$ cat src/rtl/utt_pkg.sv
// ----------------------------------------------------------------------------
// utt_pkg
// Shared types for the UTF-8 to UTF-16LE transcoder: channel payloads and the
// command record passed from the decoder to the byte serializer.
// ----------------------------------------------------------------------------
package utt_pkg;

  typedef struct packed {
    logic [7:0] in_byte;
    logic       in_last;
  } in_item_t;

  typedef struct packed {
    logic [7:0] out_byte;
    logic       byte_valid;
    logic       end_of_text;
  } out_item_t;

  // One decoded code point (or a bare end marker), ready to be serialized.
  // bytes[0] goes out first; last_idx is the index of the final byte.
  typedef struct packed {
    logic [3:0][7:0] bytes;
    logic [1:0]      last_idx;
    logic            data;
    logic            eot;
  } cmd_t;

  localparam logic [1:0] IDX_MARKER = 2'd0;
  localparam logic [1:0] IDX_UNIT   = 2'd1;
  localparam logic [1:0] IDX_PAIR   = 2'd3;

  localparam logic [20:0] BMP_MAX    = 21'h00FFFF;
  localparam logic [20:0] PLANE1     = 21'h010000;
  localparam logic [15:0] HI_SURR    = 16'hD800;
  localparam logic [5:0]  LO_SURR_UP = 6'b110111;

endpackage

$ cat src/rtl/utf8_to_utf16le_transcoder_core.sv
// ----------------------------------------------------------------------------
// utf8_to_utf16le_transcoder_core
// UTF-8 bytes in, UTF-16LE bytes out, low byte of each unit first.
// Path: command queue, serializer command register, then output register.
// Throughput: one output byte per cycle while commands wait and pop is held, set
//   by the single-byte output register; ASCII gives 2 bytes, a surrogate pair 4.
// Reset: synchronous active-low rst_n clears decoder state, queue and output.
// ----------------------------------------------------------------------------
module utf8_to_utf16le_transcoder_core
  import utt_pkg::*;
#(
  parameter int QDEPTH = 4
) (
  input  logic      clk,
  input  logic      rst_n,
  input  in_item_t  in_data,
  input  logic      push,
  output logic      full,
  output out_item_t out_data,
  output logic      empty,
  input  logic      pop
);

  logic q_push;
  logic q_full;
  logic q_pop;
  logic q_empty;
  cmd_t q_wr_cmd;
  cmd_t q_rd_cmd;

  utt_front u_front (
    .clk     (clk),
    .rst_n   (rst_n),
    .in_data (in_data),
    .push    (push),
    .full    (full),
    .q_full  (q_full),
    .q_push  (q_push),
    .q_cmd   (q_wr_cmd)
  );

  utt_fifo #(
    .DEPTH (QDEPTH)
  ) u_fifo (
    .clk     (clk),
    .rst_n   (rst_n),
    .wr_en   (q_push),
    .wr_data (q_wr_cmd),
    .q_full  (q_full),
    .rd_en   (q_pop),
    .rd_data (q_rd_cmd),
    .q_empty (q_empty)
  );

  utt_back u_back (
    .clk      (clk),
    .rst_n    (rst_n),
    .q_cmd    (q_rd_cmd),
    .q_empty  (q_empty),
    .q_pop    (q_pop),
    .out_data (out_data),
    .empty    (empty),
    .pop      (pop)
  );

  a_no_push_full: assert property (@(posedge clk) disable iff (!rst_n)
    !(q_push && q_full))
    else $error("command pushed into full queue");

  a_no_pop_empty: assert property (@(posedge clk) disable iff (!rst_n)
    !(q_pop && q_empty))
    else $error("command popped from empty queue");

  a_marker_is_eot: assert property (@(posedge clk) disable iff (!rst_n)
    (!empty && !out_data.byte_valid) |-> out_data.end_of_text)
    else $error("empty marker without end of text");

  a_reset_empty: assert property (@(posedge clk)
    !rst_n |=> empty)
    else $error("output not empty after reset");

endmodule

$ cat src/rtl/utt_front.sv
// ----------------------------------------------------------------------------
// utt_front
// UTF-8 decoder: takes one byte per transaction, tracks the open sequence and
// pushes a finished code point, split into UTF-16LE bytes, or an end marker.
// ----------------------------------------------------------------------------
module utt_front
  import utt_pkg::*;
(
  input  logic     clk,
  input  logic     rst_n,
  input  in_item_t in_data,
  input  logic     push,
  output logic     full,
  input  logic     q_full,
  output logic     q_push,
  output cmd_t     q_cmd
);

  logic [20:0] acc_r, acc_nxt;
  logic [1:0]  rem_r, rem_nxt;
  logic        bad_r, bad_nxt;

  logic        accept;
  logic        emit;
  logic [20:0] cp;
  logic [20:0] v;
  logic [15:0] hi_unit;
  logic [15:0] lo_unit;
  logic [7:0]  b;

  assign full   = q_full;
  assign accept = push && !q_full;
  assign b      = in_data.in_byte;

  always_comb begin
    acc_nxt = acc_r;
    rem_nxt = rem_r;
    bad_nxt = bad_r;
    emit    = 1'b0;
    cp      = acc_r;
    if (rem_r == 2'd0) begin
      if (!b[7]) begin
        emit = 1'b1;
        cp   = {13'd0, b};
      end else if (b[7:5] == 3'b110) begin
        acc_nxt = {16'd0, b[4:0]};
        rem_nxt = 2'd1;
        bad_nxt = 1'b0;
      end else if (b[7:4] == 4'b1110) begin
        acc_nxt = {17'd0, b[3:0]};
        rem_nxt = 2'd2;
        bad_nxt = 1'b0;
      end else if (b[7:3] == 5'b11110) begin
        acc_nxt = {18'd0, b[2:0]};
        rem_nxt = 2'd3;
        bad_nxt = 1'b0;
      end
    end else begin
      if (b[7:6] != 2'b10) begin
        bad_nxt = 1'b1;
      end else if (!bad_r) begin
        acc_nxt = {acc_r[14:0], b[5:0]};
      end
      rem_nxt = rem_r - 2'd1;
      emit    = (rem_nxt == 2'd0) && !bad_nxt;
      cp      = acc_nxt;
    end
    // end of text drops any open sequence
    if (in_data.in_last) begin
      acc_nxt = '0;
      rem_nxt = 2'd0;
      bad_nxt = 1'b0;
    end
  end

  // surrogate split; values past the last plane run the high unit into the low-surrogate range
  assign v       = cp - PLANE1;
  assign hi_unit = HI_SURR + {5'd0, v[20:10]};
  assign lo_unit = {LO_SURR_UP, v[9:0]};

  always_comb begin
    q_cmd.eot = in_data.in_last;
    if (!emit) begin
      q_cmd.bytes    = '0;
      q_cmd.last_idx = IDX_MARKER;
      q_cmd.data     = 1'b0;
    end else if (cp <= BMP_MAX) begin
      q_cmd.bytes    = {16'd0, cp[15:8], cp[7:0]};
      q_cmd.last_idx = IDX_UNIT;
      q_cmd.data     = 1'b1;
    end else begin
      q_cmd.bytes    = {lo_unit[15:8], lo_unit[7:0], hi_unit[15:8], hi_unit[7:0]};
      q_cmd.last_idx = IDX_PAIR;
      q_cmd.data     = 1'b1;
    end
  end

  assign q_push = accept && (emit || in_data.in_last);

  always_ff @(posedge clk) begin
    if (!rst_n) begin
      acc_r <= '0;
      rem_r <= 2'd0;
      bad_r <= 1'b0;
    end else if (accept) begin
      acc_r <= acc_nxt;
      rem_r <= rem_nxt;
      bad_r <= bad_nxt;
    end
  end

endmodule

$ cat src/rtl/utt_fifo.sv
// ----------------------------------------------------------------------------
// utt_fifo
// Short command queue between the decoder and the serializer.
// ----------------------------------------------------------------------------
module utt_fifo
  import utt_pkg::*;
#(
  parameter int DEPTH = 4
) (
  input  logic clk,
  input  logic rst_n,
  input  logic wr_en,
  input  cmd_t wr_data,
  output logic q_full,
  input  logic rd_en,
  output cmd_t rd_data,
  output logic q_empty
);

  localparam int PW = (DEPTH > 1) ? $clog2(DEPTH) : 1;
  localparam int CW = $clog2(DEPTH + 1);
  localparam logic [PW-1:0] PTR_LAST = PW'(DEPTH - 1);
  localparam logic [CW-1:0] CNT_FULL = CW'(DEPTH);

  cmd_t          mem_r [DEPTH];
  logic [PW-1:0] wr_ptr_r, wr_ptr_nxt;
  logic [PW-1:0] rd_ptr_r, rd_ptr_nxt;
  logic [CW-1:0] cnt_r, cnt_nxt;

  assign q_full  = (cnt_r == CNT_FULL);
  assign q_empty = (cnt_r == '0);
  assign rd_data = mem_r[rd_ptr_r];

  always_comb begin
    wr_ptr_nxt = wr_ptr_r;
    rd_ptr_nxt = rd_ptr_r;
    cnt_nxt    = cnt_r;
    if (wr_en) begin
      wr_ptr_nxt = (wr_ptr_r == PTR_LAST) ? '0 : wr_ptr_r + PW'(1);
    end
    if (rd_en) begin
      rd_ptr_nxt = (rd_ptr_r == PTR_LAST) ? '0 : rd_ptr_r + PW'(1);
    end
    if (wr_en && !rd_en) begin
      cnt_nxt = cnt_r + CW'(1);
    end else if (rd_en && !wr_en) begin
      cnt_nxt = cnt_r - CW'(1);
    end
  end

  always_ff @(posedge clk) begin
    if (!rst_n) begin
      wr_ptr_r <= '0;
      rd_ptr_r <= '0;
      cnt_r    <= '0;
    end else begin
      wr_ptr_r <= wr_ptr_nxt;
      rd_ptr_r <= rd_ptr_nxt;
      cnt_r    <= cnt_nxt;
    end
  end

  always_ff @(posedge clk) begin
    if (wr_en) begin
      mem_r[wr_ptr_r] <= wr_data;
    end
  end

endmodule

$ cat src/rtl/utt_back.sv
// ----------------------------------------------------------------------------
// utt_back
// Serializer: takes commands from the queue and sends their bytes one per
// cycle into the output register while the receiver keeps popping.
// ----------------------------------------------------------------------------
module utt_back
  import utt_pkg::*;
(
  input  logic      clk,
  input  logic      rst_n,
  input  cmd_t      q_cmd,
  input  logic      q_empty,
  output logic      q_pop,
  output out_item_t out_data,
  output logic      empty,
  input  logic      pop
);

  cmd_t       cur_r;
  logic       cur_valid_r, cur_valid_nxt;
  logic [1:0] idx_r, idx_nxt;
  out_item_t  out_r;
  logic       out_valid_r, out_valid_nxt;

  logic       out_load;
  logic       cur_done;

  assign out_load = cur_valid_r && (!out_valid_r || pop);
  assign cur_done = out_load && (idx_r == cur_r.last_idx);
  assign q_pop    = !q_empty && (!cur_valid_r || cur_done);

  always_comb begin
    cur_valid_nxt = cur_valid_r;
    idx_nxt       = idx_r;
    out_valid_nxt = out_valid_r;
    if (q_pop) begin
      cur_valid_nxt = 1'b1;
      idx_nxt       = 2'd0;
    end else if (cur_done) begin
      cur_valid_nxt = 1'b0;
    end else if (out_load) begin
      idx_nxt = idx_r + 2'd1;
    end
    if (out_load) begin
      out_valid_nxt = 1'b1;
    end else if (pop) begin
      out_valid_nxt = 1'b0;
    end
  end

  always_ff @(posedge clk) begin
    if (!rst_n) begin
      cur_valid_r <= 1'b0;
      idx_r       <= 2'd0;
      out_valid_r <= 1'b0;
    end else begin
      cur_valid_r <= cur_valid_nxt;
      idx_r       <= idx_nxt;
      out_valid_r <= out_valid_nxt;
    end
  end

  always_ff @(posedge clk) begin
    if (q_pop) begin
      cur_r <= q_cmd;
    end
    if (out_load) begin
      out_r.out_byte    <= cur_r.bytes[idx_r];
      out_r.byte_valid  <= cur_r.data;
      out_r.end_of_text <= cur_r.eot && (idx_r == cur_r.last_idx);
    end
  end

  assign out_data = out_r;
  assign empty    = !out_valid_r;

endmodule

$ cat config.mk
export PLATFORM = sky130hd
export DESIGN_NAME = utf8_to_utf16le_transcoder_core
export DESIGN_NICKNAME = d
export VERILOG_FILES = /design/src/rtl/utt_pkg.sv /design/src/rtl/utf8_to_utf16le_transcoder_core.sv /design/src/rtl/utt_front.sv /design/src/rtl/utt_fifo.sv /design/src/rtl/utt_back.sv
export SDC_FILE = /design/constraint.sdc
export NUM_CORES = 1
export LEC_CHECK = 0
export ABC_AREA = 1
export BUFFER_PORTS_ARGS = -buffer_cell sky130_fd_sc_hd__buf_2
export CAP_MARGIN = 20
export CORE_ASPECT_RATIO = 1.4
export CORE_UTILIZATION = 30
export DETAILED_ROUTE_END_ITERATION = 10
export GPL_ROUTABILITY_DRIVEN = 0
export PLACE_DENSITY = 0.4
export SLEW_MARGIN = 5
export SYNTH_ARGS = -nofsm -noshare
export SYNTH_HDL_FRONTEND = slang
export SYNTH_SLANG_ARGS = --single-unit
$ cat constraint.sdc
create_clock -name clk -period 4.94 [get_ports clk]
set_input_delay 0.988 -clock clk [delete_from_list [all_inputs] [get_ports clk]]
set_output_delay 0.988 -clock clk [all_outputs]
set_load 0.1 [all_outputs]
[After elaboration in Yosys (flattened, before gate mapping)]
Memory sizes are Yosys's and may differ from the RTL's. A register that Yosys moved wholly into a read port is not among the register bits.
Index checks and enable logic that the tools add are counted.
Widths: inputs -> output; s select.
Word-level totals
  bits in registers: 45
  output and inout port bits: 12
  bits in writable memories: 144
  bits of input ports: 13
  memories: 1
Memory list
  u_fifo.mem_r: words 4, bits a word 36, read ports 1, clocked after memory_dff 1, wr ports 1, RTL line utt_fifo.sv:25  | cmd_t mem_r [DEPTH];
Operators by class
  $add $sub $neg: 8
  reduce and logical (&&, ||, !) cells: 28
  multiplexer cells: 40
  bitwise operators: 2
  order comparisons: 2
  equality and inequality tests: 10
Operator list (count)
  $mux 21: 10
  $mux 35: 2
  $le 21x16->1 const B: 1
  $sub 21x17->21 const B: 1
  $add 15x12->16 const A: 1
  $bmux 8 s2: 1
  $mux 1: 16
  $mux 2: 8
  $logic_and 1x1->1: 9
  $mux 8: 1
  $logic_not 1->1: 7
  $add 2x1->2 const B: 3
  $eq 3x3->1 const B: 2
  $mux 3: 2
  $reduce_bool 2->1: 3
  $eq 5x5->1 const B: 1
  $ne 5x5->1 const B: 1
  $eq 2x2->1 const B: 2
  $eq 4x4->1 const B: 1
  $logic_not 2->1: 2
  $add 3x1->3 const B: 1
  $logic_not 3->1: 1
  $logic_or 1x1->1: 3
  $lt 2x3->1 const B: 1
  9 further kinds: 10

[Logic depth before layout (Yosys ltp)]
Gate-level depths: netlist of the first run.
  word-level depth: 12
  mapped depth: 17

[Hierarchy]
A second synthesis of the first run with hierarchy kept.
Second synthesis, totals
  cell total of the unflattened synthesis: 944
  area, all modules: 10373.7 µm²
Modules (own cells, without submodules)
  utt_fifo: area each 6100.9 µm², cells each 407, seq. area each 4504.3 µm², times used 1
  utt_front: area each 2412.3 µm², cells each 408, seq. area each 480.5 µm², times used 1
  utt_back: area each 1860.5 µm², cells each 129, seq. area each 1461.4 µm², times used 1

[Worst setup path before layout of the first run]
OpenSTA, ideal clock, no wires.
  path type: flip-flop to flip-flop
  start point: register u_fifo.cnt_r[0]
  end point: register u_fifo.cnt_r[1]
  cell stages (with the launch flop): 10
  path buffers: 0
  setup slack: 972 ps
  clock period less this slack: 3968 ps
  arrival: 3848 ps
  required time: 4820 ps
  setup time: 120 ps
  cells stage by stage: dfxtp_1 > nor3_1 > nor2_1 > o21ai_2 > inv_1 > ha_1 > inv_1 > fa_1 > o21ai_0 > a21oi_1
RTL lines
  start: declaration: RTL line utt_fifo.sv:28  | logic [CW-1:0] cnt_r, cnt_nxt;
  start signal: assignment: RTL line utt_fifo.sv:59  | cnt_r <= cnt_nxt;
  $eq 3x3->1: RTL line utt_fifo.sv:30  | assign q_full = (cnt_r == CNT_FULL);
  named net full: RTL line utf8_to_utf16le_transcoder_core.sv:18  | output logic full,
  $logic_not 1->1: RTL line utt_front.sv:32  | assign accept = push && !q_full;
  $logic_and 1x1->1: RTL line utt_front.sv:32
  $logic_and 1x1->1: RTL line utt_front.sv:98  | assign q_push = accept && (emit || in_data.in_last);
  named net q_push: RTL line utf8_to_utf16le_transcoder_core.sv:24  | logic q_push;
  $logic_and 1x1->1: RTL line utt_fifo.sv:44  | if (wr_en && !rd_en) begin
  $mux 3: RTL line utt_fifo.sv:44
  named net u_fifo.cnt_nxt[1]: RTL line utt_fifo.sv:28
The timed path passes the listed nets, and every way through them passes these cells. The select of a mux whose other input is x is not followed.
A chain may end at the register's enable or synchronous reset.

==> results.toml, run 1 <==
[run_status]
outcome = "completed"

[yosys]
yosysUniqueCellTypes = 36
ys_top_cells_by_area = "edfxtp_1 (55%), dfxtp_1 (8.3%), nand2_1 (5.8%)"
async_flop_share = 0
synth_area_mm2 = 0.00842
synth_fp_nets = 839
ys_seq_area_frac = 0.636
synth_top_cells_by_count = "edfxtp_1 (155), nand2_1 (131), nor2_1 (106)"
ys_warn_count = 0
netlist.area_leader.share = 0.553
syn_area_per_cell_um2 = 10.3
synth_edf_count = 155
netlist_instances = 818
synth_top_area_cell = "edfxtp_1"
synthFlopType = "edfxtp_1"
post-synth-top-count-cell = "edfxtp_1"
ys_ff_latch = 190

[cts]
cts_root_buffer = "clkbuf_16"
cts_htree_levels = 4
path_clk_slew_ns = 0.07
cts_resized = 0
cts.sinks = 190
cts-buffers-inserted = 17
hold_buffers = 0
cts_tree = "yes"
cts_max_path_buffers = 2
cts_setup_buffers = 0
clk_latency_ns = 0.44

[place]
numPortBuffers = 24
hpwl_um = 14400
dp_cells = 1183

[detailed_routing]
routed_wl_um = 21400
viasPerCell = 4.79
drc = 0
top_layer = "met4"
wl_met2_um = 11100
dr_wl_met3_um = 668
firstDrtPassIters = 5
ant_nets = 0
drtIter0Drc = 334
wl_met1_um = 9180
avgRoutedWirePerCell_um = 17.6
num_vias = 5817

[job]
cap_violations = 0

[cells_and_area]
diodes = 0
finalNonFillerCells = 1215
syn_to_final_growth_pct = 13.0
drive_gt1_frac = 0.124
fill_cells = 2843
final_nets = 853

[floorplan]
ios = 25
die_area_mm2 = 0.0288
initial_core_util = 0.305
placeableCoreArea_mm2 = 0.0276
die_x_um = 144
row_count = 72
die_h_um = 200

[setup_path]
critPathKind = "in2reg"
cpMaxStageDelayCell = "o21ai_0"
critical_path.max_fanout = 18
start_kind = "input port"
endpoint_kind = "register"
cp_common_cell = "nand2_1"
crit_family = "simple AND/OR/NAND/NOR gates"
max_stage_delay_ns = 0.50
worst-path-buf-inv = 1
critPathRequiredTime_ns = 5.10
path_cells = "buf_2 > nand2_4 > nor2_4 > nand2_1 > nand3_1 > nand2_1 > nor2_2 > nand2_1 > nor2_1 > nand3_1 > nand2_4 > nand3_4 > o21ai_0"
crit_arrival_ns = 3.39

[sta]
slew_violations = 0
slew_headroom = 0.377
post-route-min-period_ns = 3.23
rsz0062_at_grt = "false"
final-setup-viol-count = 0
post-route-period-util = 0.654
fin_skew_ns = 0.0149
fmax_mhz = 310
final_hold_viol_count = 0
fin_setup_tns_ns = 0
worstMarginPinSlew_ns = 0.931

[global_routing]
grt_pass1_vias = 5743
grt_util_all_layers = 0.158
grt_max_degree = 61
grt_pass1_wl_um = 33300
grt_antenna_before_repair = 0
grt_overflow_total = 0

[pwr]
leakage_nw = 3.50
power.density_mw_per_mm2 = 585
peakVddDrop_mv = 0.252

[min_path]
hold_class = "reg2reg"
==> metal layers <==
layer  GRT usage  vias to the layer above
met5           0                        -
met4      0.0707                        0
met3      0.0284                       32
met2       0.275                      108
met1       0.188                     2807
li1            -                     2870
==> state kept, by name (all words and copies together), names as in the netlist, 2 cells and up <==
name,flops
u_fifo.rd_ptr_r,2
u_front.rem_r,2
u_back.cur_r,29
u_fifo.mem_r,116
u_fifo.wr_ptr_r,2
u_fifo.cnt_r,3
u_front.acc_r,21
u_back.out_data,10
u_back.idx_r,2
==> worst reg2reg max path: cells and delay by family, from the launching register on <==
kind | cells | cell delay [ns]
buffers and inverters | 4 | 0.76
flip-flops | 1 | 0.67
adder cells (fa/ha/maj) | 2 | 0.64
AO/OA/AOI/OAI | 3 | 0.45
AND/OR/NAND/NOR | 2 | 0.21
XOR/XNOR | 1 | 0.18
==> path summary, 6_finish.rpt <==
check | from | end | slack, ns | cells past startpoint
hold reg to reg | u_front.acc_r[19]$_SDFFE_PN0P_ | u_front.acc_r[19]$_SDFFE_PN0P_ | 0.47 | 2
setup reg to reg | u_back.idx_r[0]$_SDFFE_PP0P_ | u_fifo.cnt_r[1]$_SDFFE_PN0P_ | 1.91 | 12
hold / removal | u_front.acc_r[19]$_SDFFE_PN0P_ | u_front.acc_r[19]$_SDFFE_PN0P_ | 0.47 | 2
setup / recovery | in_data[8] | u_fifo.mem_r[1][11]$_DFFE_PP_ | 1.71 | 13
==> layout by cell type (no fill, tap or decap), drive strengths merged, types with 11 or more instances in the layout <==
cell,Yosys,layout
nand3,40,40
clkinv,3,11
o22ai,32,32
clkbuf,28,20
buf,13,36
nor2,114,114
o21ai,101,101
a21oi,55,55
nand2,141,141
inv,63,63
edfxtp,155,155
dfxtp,35,35
==> logic make-up (layout without fill, tap and decap cells) <==
| logic type | count (synthesis) | in the layout | share of synthesized area |
|---|---|---|---|
| DFF | 190 | 190 | 0.636 |
| adders and majority gates | 8 | 8 | 0.0128 |
| AOI/OAI and AO/OA | 206 | 206 | 0.134 |
| xor gates and xnor gates | 6 | 6 | 0.00624 |
| and+or+nand+nor | 301 | 301 | 0.155 |
| buffers and inverters | 107 | 134 | 0.0553 |
==> area by class of cell <==
| class | count | area (um^2) | area share |
|---|---|---|---|
| repair buffers | 36 | 230 | 0.0242 |
| flip-flops and latches | 190 | 5360 | 0.563 |
| well taps | 370 | 463 | 0.0487 |
| multi-input cells | 521 | 2610 | 0.275 |
| inverters | 66 | 250 | 0.0263 |
| clock buffers | 20 | 457 | 0.0480 |
| clock inverters | 12 | 143 | 0.0150 |
==> stage by stage <==
stage	hold slack (ns)	worst slack, ns	utilization	power (mW)	instance area [um^2]
floorplan	0.444	0.972	-	3.70	8420
global placement	0.456	1.40	0.322	4.20	8880
detailed placement	0.464	1.28	0.323	4.25	8910
CTS	0.475	1.72	0.345	5.65	9510
global route	0.501	1.44	0.345	5.89	9510
finish	0.472	1.71	0.345	5.56	9510
==> where the power goes <==
group	switching, mW	internal [mW]	total (mW)
registers	0.133	2.23	2.36
logic	1.37	0.434	1.81
clock network	0.571	0.817	1.39
total	2.08	3.48	5.56
No activity file was read; power rests on OpenSTA's default activity.
==> inputs of run 2 (changes only) <==
==> constraint.sdc (replaced) <==
create_clock -name clk -period 3.3 [get_ports clk]
set_input_delay 0.66 -clock clk [delete_from_list [all_inputs] [get_ports clk]]
set_output_delay 0.66 -clock clk [all_outputs]
set_load 0.1 [all_outputs]
==> run 2 against run 1 <==
Against the previous run:
- final cell count grew 0.91%
- via count grew 2.1%
- wire length grew 1.4%
- first-iteration DRC count shrank 16%
- sequential share of layout area shrank 0.71 points
- final area grew 1.3%
- utilization grew 0.44 points
- hold slack gained 0.00073 ns
- largest cell class unchanged
- highest routed layer unchanged
- combinational power grew 55%
- sequential power grew 48%
- count of clock-buffer cells in the layout shrank 2
- setup slack lost 1.4 ns
==> results.toml, run 2 (synthesized netlist as in run 1, its figures left out) <==
[run_status]
outcome = "completed"

[global_routing]
grt_antenna_before_repair = 0
grt_overflow_total = 0
grt_util_all_layers = 0.161
grt_pass1_wl_um = 34000
grt_max_degree = 61
grt_pass1_vias = 5982

[detailed_routing]
avgRoutedWirePerCell_um = 17.7
wl_met2_um = 11300
drc = 0
viasPerCell = 4.85
wl_met1_um = 9040
ant_nets = 0
num_vias = 5941
top_layer = "met4"
drtIter0Drc = 282
routed_wl_um = 21700
firstDrtPassIters = 5
dr_wl_met3_um = 740

[sta]
fin_ws_ns = 0.321
slew_headroom = 0.542
final-setup-viol-count = 0
slew_violations = 0
fin_skew_ns = 0.0107
final_hold_viol_count = 0
post-route-period-util = 0.903
post-route-min-period_ns = 2.98
fmax_mhz = 336
rsz0062_at_grt = "false"
worstMarginPinSlew_ns = 0.681

[cts]
hold_buffers = 0
path_clk_slew_ns = 0.07
cts_tree = "yes"
cts.sinks = 190
cts_setup_buffers = 0
cts_root_buffer = "clkbuf_16"
cts_max_path_buffers = 2
clk_latency_ns = 0.43
cts-buffers-inserted = 17
cts_htree_levels = 4

[setup_path]
cp_common_cell = "nand3_1"
cpMaxStageDelayCell = "o21ai_1"
timing.reg2reg.setup_slack_ns = 0.32
endpoint_kind = "register"
start_kind = "register"
path_cells = "inv_1 > nand2_4 > nor2_1 > nand2_1 > nand3_1 > nand3_1 > nor2_2 > nand3_1 > nand2_4 > nand3_4 > o21ai_1 > buf_4"
critPathKind = "reg2reg"
critPathRequiredTime_ns = 3.60
max_stage_delay_ns = 0.42
critical_path.max_fanout = 26
crit_arrival_ns = 3.28

[floorplan]
initial_core_util = 0.305
die_area_mm2 = 0.0288
die_h_um = 200
die_x_um = 144
ios = 25
row_count = 72
placeableCoreArea_mm2 = 0.0276

[pwr]
peakVddDrop_mv = 0.412
leakage_nw = 3.55
power.density_mw_per_mm2 = 870

[cells_and_area]
top_register = "u_fifo.mem_r"
layout_commonest_cell = "edfxtp_1"
stdcell_area_mm2 = 0.00963
drive_gt1_frac = 0.138
reg_top3 = "u_fifo.mem_r (116), u_back.cur_r (29), u_front.acc_r (21)"
seqCellArea_mm2 = 0.00536
fill_cells = 2796
diodes = 0
layout_common_cells = "edfxtp_1 (155), nand2_1 (131), nor2_1 (101), o21ai_0 (97), inv_1 (58)"
syn_to_final_growth_pct = 14.4
largest_reg_flops = 116
multi_input_area_mm2 = 0.00262
final_nets = 864

[place]
dpl-instance-area_mm2 = 0.00903
hpwl_um = 14400
numPortBuffers = 24
pre_cts_ws_ns = -0.153

[job]
cap_violations = 0

[min_path]
hold_class = "reg2reg"
## run 2: cell count changes in the layout (fill, tap and decap cells not counted), moves of 2 or more
cell / change
buf_4: +8
buf_12: +4
clkbuf_8: -2
clkinvlp_4: +3
clkinv_2: -2
## run 2: path summary, 6_finish.rpt
path                                                startpoint                        endpoint  depth (start not counted)
worst max-delay path             u_front.rem_r[1]$_SDFFE_PN0P_   u_fifo.mem_r[3][10]$_DFFE_PP_                         12
worst min-delay path            u_front.acc_r[15]$_SDFFE_PN0P_  u_front.acc_r[15]$_SDFFE_PN0P_                          2
worst max register to register   u_front.rem_r[1]$_SDFFE_PN0P_   u_fifo.mem_r[3][10]$_DFFE_PP_                         12
worst min register to register  u_front.acc_r[15]$_SDFFE_PN0P_  u_front.acc_r[15]$_SDFFE_PN0P_                          2
## run 2: cell type report
| type | instances | area share |
|---|---|---|
| Sequential cell | 190 | 0.556 |
| Multi-Input combinational cell | 521 | 0.272 |
| Tap cell | 370 | 0.0481 |
| Clock buffer | 18 | 0.0446 |
| Timing Repair Buffer | 47 | 0.0356 |
| Inverter | 66 | 0.0260 |
| Clock inverter | 14 | 0.0175 |
## run 2: per-layer routing
metal,up-vias,global-route usage
li1,2893,-
met1,2883,0.188
met2,127,0.285
met3,38,0.0263
met4,0,0.0722
met5,-,0
## run 2: worst max-delay path: cells and delay by family (launching register included)
family | cells | cell delay, ns
flops | 1 | 0.35
buf+inv | 2 | 0.34
compound gates | 1 | 0.42
simple gates | 9 | 1.72
## run 2: power breakdown
part	internal (mW)	switching [mW]	total, mW
Clock	1.19	0.885	2.08
Sequential	3.33	0.164	3.50
Combinational	0.691	2.11	2.80
## run 2: what timing repair did
item / 4_1_cts / 5_1_grt
resized for setup: 0 / 1
endpoints found under the setup margin: 0 / 4
endpoints found under the hold margin: 0 / 0
## run 2: metrics by stage
| step | cells | total power [mW] | hold slack (ns) | util | TNS, ns |
|---|---|---|---|---|---|
| after floorplan | 818 | 5.55 | 0.444 | - | 0 |
| after global placement | 1193 | 6.33 | 0.453 | 0.327 | -0.374 |
| after detailed placement | 1193 | 6.40 | 0.461 | 0.327 | -0.610 |
| after CTS | 1225 | 8.49 | 0.472 | 0.349 | 0 |
| final | 1226 | 8.38 | 0.473 | 0.349 | 0 |
| after global routing | 1226 | 8.88 | 0.485 | 0.349 | 0 |
